`src/hdl/htfd_pkg.sv`:
```
package htfd_pkg;

    typedef enum logic {
        KIND_TEMP = 1'b0,
        KIND_RH   = 1'b1
    } t_kind;

    // CRC-8, polynomial x^8+x^5+x^4+1, low byte of the polynomial word
    localparam logic [7:0] CRC_POLY    = 8'h31;
    localparam logic [7:0] STATUS_MASK = 8'hFC;

    // Gains and offsets in hundredths, as integers; the gain product has 16 fraction bits
    localparam logic [14:0]        T_GAIN    = 15'd17572;
    localparam logic [14:0]        RH_GAIN   = 15'd12500;
    localparam logic signed [15:0] T_OFFSET  = -16'sd4685;
    localparam logic signed [15:0] RH_OFFSET = -16'sd600;

endpackage

```
`src/hdl/htfd_crc8_step.sv`:
```
module htfd_crc8_step (
    input  logic [7:0] i_crc,
    input  logic [7:0] i_byte,
    output logic [7:0] o_crc
);
    import htfd_pkg::*;

    always_comb begin
        logic [7:0] c;
        c = i_crc ^ i_byte;
        for (int b = 0; b < 8; b++) begin
            if (c[7]) begin
                c = {c[6:0], 1'b0} ^ CRC_POLY;
            end else begin
                c = {c[6:0], 1'b0};
            end
        end
        o_crc = c;
    end

endmodule

```
`src/hdl/humidity_temp_frame_decode_core.sv`:
```
// Channel  | Direction | Handshake           | Word
// ---------+-----------+---------------------+----------------------------------------
// frame in | input     | i_valid / o_stall   | i_opcode, i_data_high, i_data_low,
//          |           |                     | i_crc_byte
// result   | output    | o_valid / i_stall   | o_crc_ok, o_raw_value,
//          |           |                     | o_reading_hundredths
//
// One word enters per cycle unless o_stall is high; words pass stages 1, 2, 3 in order.
// Stage 1 runs the CRC over the high byte, stage 2 the CRC over the low byte
// and the 15x16 gain multiply, stage 3 the offset add into the output register.
// Reset (i_rst_n low, synchronous) clears the stage valid bits only.
// i_stall holds the output register; stalls ripple back only through full
// stages, so bubbles are squeezed out and no word is dropped or repeated.
module humidity_temp_frame_decode_core (
    input  logic               i_clk,
    input  logic               i_rst_n,
    input  logic               i_valid,
    output logic               o_stall,
    input  logic               i_opcode,
    input  logic [7:0]         i_data_high,
    input  logic [7:0]         i_data_low,
    input  logic [7:0]         i_crc_byte,
    output logic               o_valid,
    input  logic               i_stall,
    output logic               o_crc_ok,
    output logic [15:0]        o_raw_value,
    output logic signed [14:0] o_reading_hundredths
);
    import htfd_pkg::*;

    // Stage valid bits and load enables
    logic r_v1, r_v2, r_v3;
    logic en1, en2, en3;

    // Stage 1 payload
    t_kind       r_kind1;
    logic [7:0]  r_crc1;
    logic [7:0]  r_lo1;
    logic [7:0]  r_chk1;
    logic [15:0] r_raw1;

    // Stage 2 payload
    t_kind       r_kind2;
    logic        r_ok2;
    logic [15:0] r_raw2;
    logic [30:0] r_prod2;

    // Stage 3 (output) payload
    logic               r_ok3;
    logic [15:0]        r_raw3;
    logic signed [14:0] r_reading3;

    logic [7:0]  n_crc1;
    logic [7:0]  n_crc2;
    logic [14:0] gain;
    logic signed [15:0] offset;
    logic signed [15:0] n_reading;

    // Advance a stage when it is empty or the next one advances
    assign en3     = !r_v3 || !i_stall;
    assign en2     = !r_v2 || en3;
    assign en1     = !r_v1 || en2;
    assign o_stall = !en1;

    always_ff @(posedge i_clk) begin
        if (!i_rst_n) begin
            r_v1 <= 1'b0;
            r_v2 <= 1'b0;
            r_v3 <= 1'b0;
        end else begin
            if (en1) r_v1 <= i_valid;
            if (en2) r_v2 <= r_v1;
            if (en3) r_v3 <= r_v2;
        end
    end

    // Stage 1: CRC over the high byte, strip the status bits
    htfd_crc8_step u_crc_hi (
        .i_crc  (8'h00),
        .i_byte (i_data_high),
        .o_crc  (n_crc1)
    );

    always_ff @(posedge i_clk) begin
        if (en1) begin
            r_kind1 <= t_kind'(i_opcode);
            r_crc1  <= n_crc1;
            r_lo1   <= i_data_low;
            r_chk1  <= i_crc_byte;
            r_raw1  <= {i_data_high, i_data_low & STATUS_MASK};
        end
    end

    // Stage 2: finish the CRC over the low byte as received; scale by the gain
    htfd_crc8_step u_crc_lo (
        .i_crc  (r_crc1),
        .i_byte (r_lo1),
        .o_crc  (n_crc2)
    );

    always_comb begin
        case (r_kind1)
            KIND_TEMP: gain = T_GAIN;
            KIND_RH:   gain = RH_GAIN;
            default:   gain = T_GAIN;
        endcase
    end

    always_ff @(posedge i_clk) begin
        if (en2) begin
            r_kind2 <= r_kind1;
            r_ok2   <= (n_crc2 == r_chk1);
            r_raw2  <= r_raw1;
            r_prod2 <= 31'(gain) * 31'(r_raw1);
        end
    end

    // Stage 3: drop the fraction bits and add the offset
    always_comb begin
        case (r_kind2)
            KIND_TEMP: offset = T_OFFSET;
            KIND_RH:   offset = RH_OFFSET;
            default:   offset = T_OFFSET;
        endcase
        n_reading = $signed({1'b0, r_prod2[30:16]}) + offset;
    end

    always_ff @(posedge i_clk) begin
        if (en3) begin
            r_ok3      <= r_ok2;
            r_raw3     <= r_raw2;
            r_reading3 <= n_reading[14:0];
        end
    end

    assign o_valid              = r_v3;
    assign o_crc_ok             = r_ok3;
    assign o_raw_value          = r_raw3;
    assign o_reading_hundredths = r_reading3;

endmodule

```
`config.mk`:
```
export PLATFORM = sky130hd
export DESIGN_NAME = humidity_temp_frame_decode_core
export DESIGN_NICKNAME = d
export VERILOG_FILES = /design/src/hdl/htfd_pkg.sv /design/src/hdl/htfd_crc8_step.sv /design/src/hdl/humidity_temp_frame_decode_core.sv
export SDC_FILE = /design/constraint.sdc
export NUM_CORES = 1
export LEC_CHECK = 0
export ABC_AREA = 1
export BUFFER_PORTS_ARGS = -buffer_cell sky130_fd_sc_hd__clkbuf_2
export CAP_MARGIN = 15
export CORE_MARGIN = 2
export CORE_UTILIZATION = 35
export CTS_BUF_LIST = sky130_fd_sc_hd__clkbuf_4
export DETAILED_ROUTE_END_ITERATION = 8
export MAX_ROUTING_LAYER = met4
export PLACE_DENSITY = 0.62
export REMOVE_ABC_BUFFERS = 1
export SKIP_CTS_REPAIR_TIMING = 1
export SLEW_MARGIN = 20
export SYNTH_ARGS = -nofsm -noshare
export SYNTH_HDL_FRONTEND = slang
export SYNTH_SLANG_ARGS = --single-unit
```
`constraint.sdc`:
```
create_clock -name i_clk -period 5.44 [get_ports i_clk]
set_input_delay 0 -clock i_clk [delete_from_list [all_inputs] [get_ports i_clk]]
set_output_delay 0 -clock i_clk [all_outputs]
set_load 0.03 [all_outputs]
```
Word-level counts from Yosys, hierarchy flattened
Cells that the tools add are included.
- divide/modulo/power cells: 0
- shift-type cells: 0
- multiplexer cells: 18
- $mul: 1
- equality and inequality tests: 1
- $add $sub $neg: 1
- bitwise logic cells: 19
- magnitude comparators: 0
- reductions and logical operators: 8
- operator list (cell ; number):
    $mux W6 ; 16
    $pmux W15 S2 ; 2
    $not A3 Y3 ; 16
    $mul A15 B14 Y29 ; 1
    $add A15 B15 Y15 ; 1
    $eq A8 B8 Y1 ; 1
    $xor A8 B8 Y8 ; 1
    $logic_not A1 Y1 ; 5
    $logic_or A1 B1 Y1 ; 3
    $not A1 Y1 ; 2
- bits in read-only memories: 0
- memories kept: 0
- output and inout port bits: 34
- register bits after elaboration: 117
- bits in latches: 0
- word-level logic and storage cells: 64
- memory bits (writable): 0

Logic depth before layout (Yosys ltp)
- word-level depth: 18
- mapped depth: 25
- depth with buffers taken out: 23

Modules after synthesis
Synthesis repeated with hierarchy kept, for this count alone.
- cells, all modules: 970
- area total of the unflattened synthesis: 8871.0 um2
- modules (own cells, without submodules) (module ; area each (um2) ; cells each ; instances ; sequential area each (um2)):
    humidity_temp_frame_decode_core ; 7995.2 ; 794 ; 1 ; 2882.8
    htfd_crc8_step ; 437.9 ; 88 ; 2 ; 0.0

Worst setup path before layout
Ideal clock, no wire load.
- path kind: register to register
- start point: register r_kind1
- end point: register r_prod2[24] (data pin)
- data arrival time: 4749 ps
- data required time: 5181 ps
- stages on the path, launching flop included: 23
- slack: 432 ps
- cell sequence: edfxtp_1 buf_4 clkbuf_1 nand2_1 o21ai_0 ha_1 ha_1 inv_1 fa_1 inv_1 fa_1 fa_1 inv_1 fa_1 inv_1 ha_1 nand2_1 nor2_1 inv_1 nor3_1 nand4_1 nand3_1 xor2_1
- cells in the longest elaborated chain, start to end: 3
- ends and longest elaborated chain (what ; line ; text):
    start: declaration ; humidity_temp_frame_decode_core.sv:36 ; t_kind r_kind1;
    start signal: assignment ; humidity_temp_frame_decode_core.sv:86 ; r_kind1 <= t_kind'(i_opcode);
    $not A1 Y1 ; humidity_temp_frame_decode_core.sv:102 ; case (r_kind1)
    $pmux W15 S2 (*) ; humidity_temp_frame_decode_core.sv:102 ;
    $mul A15 B14 Y29 (*) ; humidity_temp_frame_decode_core.sv:114 ; r_prod2 <= 31'(gain) * 31'(r_raw1);
    end signal: assignment ; humidity_temp_frame_decode_core.sv:114 ;
    end: declaration ; humidity_temp_frame_decode_core.sv:46 ; logic [30:0] r_prod2;
Every way passes the cells marked *; elsewhere a longest branch is shown, timed or not. The select of a mux whose other input is x is not followed.
A chain may end at the register's enable or synchronous reset.

Worst setup path in the final report
- start point: register r_kind1
- end point: register r_prod2[25] (data pin)
The elaborated chain is that of the path after synthesis.

==> summary.txt <==
Die ar.: 0.02544 mm^2
RSZ-0062 raised after global routing: yes
PortBufs: 60
Status: finished, final reports clean
Leak: 5.029 nW
Rows: 56
Final setup margin: 279.0 ps
Crit Path Class: flop to flop
Power Dens Cells: 494.2 mW/mm^2
Largest delay share family, worst path: adder cells
Sequential share of the synthesized area: 34.06%
Final worst-path cycle share: 94.87%
Initial Util: 35.85%
Yosys top cell by area: edfxtp_1
Final setup vio count: 0
Worst-Margin Slew: 521.0 ps
Congestion Overflow GR: 0
CTS buffer count: 9
Avg Cell Area, Syn: 9.436 um^2
Syn Std Cell Area: 0.008464 mm^2
Clk pwr share: 9.5%
EDFF count, synth: 94
Gpl congestion: 0.9046
Async SR Flop Fraction: 0%
Proportion of netlist area held by the largest area contributor: 33.35%
DRC errors left: 0
1st-iter DRT viols: 364
Minimum clock period: 5161 ps
Drt wl/cell: 13.72 um
Vias in the first global route: 5912
Root Buffer: clkbuf_4
Post-place setup slack: 237.3 ps
H-tree lvl count: 3
Top-count cell post-synth: nand2_1
CTS tree: done
Fraction of layout cells with a size suffix above 1: 9.477%
Vias per std cell: 4.576
Synth cell types: 28
Final Max Tran Viols: 0
Post-DP HPWL: 14.98 mm
Max Buffers Root-to-Sink: 2
Seq pwr share: 25.1%
Slowest CP cell: fa_1
Max_cap viols: 0
Skew-Pair Late Insertion Delay: 520 ps
Height of the die: 159.5 um
Area grow syn2layout: 14.77%
Ports: 63
Post-synth top cells: nand2_1 (196), inv_1 (174), ha_1 (122)
Tightest hold margin: 62.30 ps
Drt total wl: 18.29 mm
Yosys warning total: 0
CP Data Arrival Time: 5420 ps
Drt first pass iters: 6
Critical Path Sink Type: flop
CTS sink count: 97
Combinational share of power: 65.3%
Nets@finish: 1224
Synthesized instance count: 897
Final Hold Vio Count: 0
Final Util: 41.14%
Final clock skew: 47.93 ps
GRT Util Overall: 14.99%
Register bit total from synthesis: 97
Synth area leaders: edfxtp_1 (33%), ha_1 (18%), fa_1 (15%)
Initial antenna violation count: 1
Core area: 0.02361 mm^2
Max Clk Rate: 193.8 MHz
Clk slew on worst S/H paths: 210 ps
Psw: 0.002393 W
Buf/Inv on CP: 7
Rel. slew slack: 65.27%
CP cell instances: buf_12 -> nand2_1 -> o21ai_0 -> ha_1 -> ha_1 -> inv_1 -> fa_1 -> inv_1 -> fa_1 -> fa_1 -> inv_1 -> fa_1 -> inv_1 -> ha_1 -> nand2_1 -> inv_1 -> nand2_1 -> inv_1 -> nand2_1 -> nand2_1 -> nand2_1 -> nand3b_1 -> xor2_1
Req. time, crit path: 5700 ps
Crit Path Max Fanout: 36
Ys flop type: edfxtp_1
Min-delay worst type: input port to flop
Vias post-DR: 6100
CP startpoint kind: flop
Int Pwr: 0.002408 W
Die W: 159.5 um
Largest net degree at the start of global routing: 37
Switching share of total power: 49.85%
VDD IR max: 243.6 uV
First-pass GRT wire length: 29.10 mm
Routed Antenna Nets: 0
Slowest stage delay, CP: 550 ps
-- flip-flops by register name (all words and copies together) (netlist names), 7 cells and up --
name                  count
o_raw_value              14
o_reading_hundredths     15
r_chk1                    8
r_crc1                    8
r_lo1                     7
r_prod2                  15
r_raw1                    9
r_raw2                   14
-- routing by layer --
metal	GRT usage, %	vias up	part of all wire [%]
met5	-	-	0
met1	19.13	2877	46
met3	1.954	17	3.5
li1	-	3095	-
met4	4.711	0	1.7
met2	24.79	111	49
-- power groups by stage --
| stage | Clock, W | Sequential, W | Combinational, W |
|---|---|---|---|
| CTS | 0.000477 | 0.00121 | 0.00312 |
| global placement | 0 | 0.00123 | 0.00308 |
| detailed placement | 0 | 0.00123 | 0.00309 |
| finish | 0.000457 | 0.00121 | 0.00314 |
| floorplan | 0 | 0.00135 | 0.00219 |
| global route | 0.000499 | 0.00123 | 0.00358 |
-- worst register-to-register path, stage by stage, from the launching register on --
cell,delay (ps)
edfxtp_1,450
buf_12,190
nand2_1,120
o21ai_0,140
ha_1,300
ha_1,270
inv_1,50
fa_1,540
inv_1,60
fa_1,500
fa_1,550
inv_1,50
fa_1,520
inv_1,40
ha_1,340
nand2_1,120
inv_1,50
nand2_1,160
inv_1,60
nand2_1,60
nand2_1,60
nand2_1,60
nand3b_1,90
xor2_1,150
-- worst paths after layout --
kind / startpoint / to / slack (ps) / depth (start not counted)
max: r_kind1$_DFFE_PN_ / r_prod2[25]$_DFFE_PP_ / 280 / 23
min: i_stall / o_raw_value[9]$_DFFE_PP_ / 60 / 3
max reg2reg: r_kind1$_DFFE_PN_ / r_prod2[25]$_DFFE_PP_ / 280 / 23
min reg2reg: r_raw2[3]$_DFFE_PP_ / o_raw_value[3]$_DFFE_PP_ / 420 / 0
-- cell type report --
class | instances | area [um^2]
fill | 2385 | 13900
timing repair buffer | 100 | 680.7
clock buffer | 9 | 67.56
sequential | 97 | 2883
inverter | 174 | 653.1
multi-input combinational | 626 | 4935
antenna | 1 | 2.502
tap | 319 | 399.1
clock inverter | 7 | 93.84
-- cell families after synthesis --
group	after synthesis	synth area share [%]
flip-flops	97	34.06
adder cells (fa/ha/maj)	187	33.41
AND/OR/NAND/NOR	313	15.05
AO/OA/AOI/OAI	72	4.671
other	2	0.08872
XOR/XNOR	39	4.302
buffers and inverters	187	8.426
-- cell usage in the layout, fill, tap and decap left out, types with 2 or more instances in the layout --
cell	Yosys	final
fa_1	65	65
inv_1	174	174
buf_4	3	12
nand3_1	33	33
nand4_1	10	10
a21o_1	2	2
o211ai_1	2	2
nor3_1	8	5
nor2_1	59	59
ha_1	122	122
clkbuf_2	0	60
dfxtp_1	3	3
conb_1	2	15
xor2_2	2	2
o21bai_1	6	6
nor3_2	0	3
nand3b_1	4	4
xnor2_1	13	13
o31ai_1	2	2
nor4_1	2	2
a21oi_1	34	34
o21ai_1	0	2
edfxtp_1	94	94
xor2_1	23	23
dlygate4sd3_1	0	27
clkbuf_4	0	9
inv_8	0	2
nand2_1	196	195
o21ai_0	24	22
-- stage by stage --
stage | cell area, um^2 | setup TNS (ps) | total power, W | instances
after global placement | 9263 | 0 | 0.004309 | 1289
final | 9714 | 0 | 0.004801 | 1333
after detailed placement | 9263 | 0 | 0.004315 | 1289
after CTS | 9424 | 0 | 0.004803 | 1305
after global routing | 9714 | -4.942 | 0.005309 | 1333
after floorplan | 8453 | 0 | 0.003539 | 897
Power figures use the tool's default switching activity.
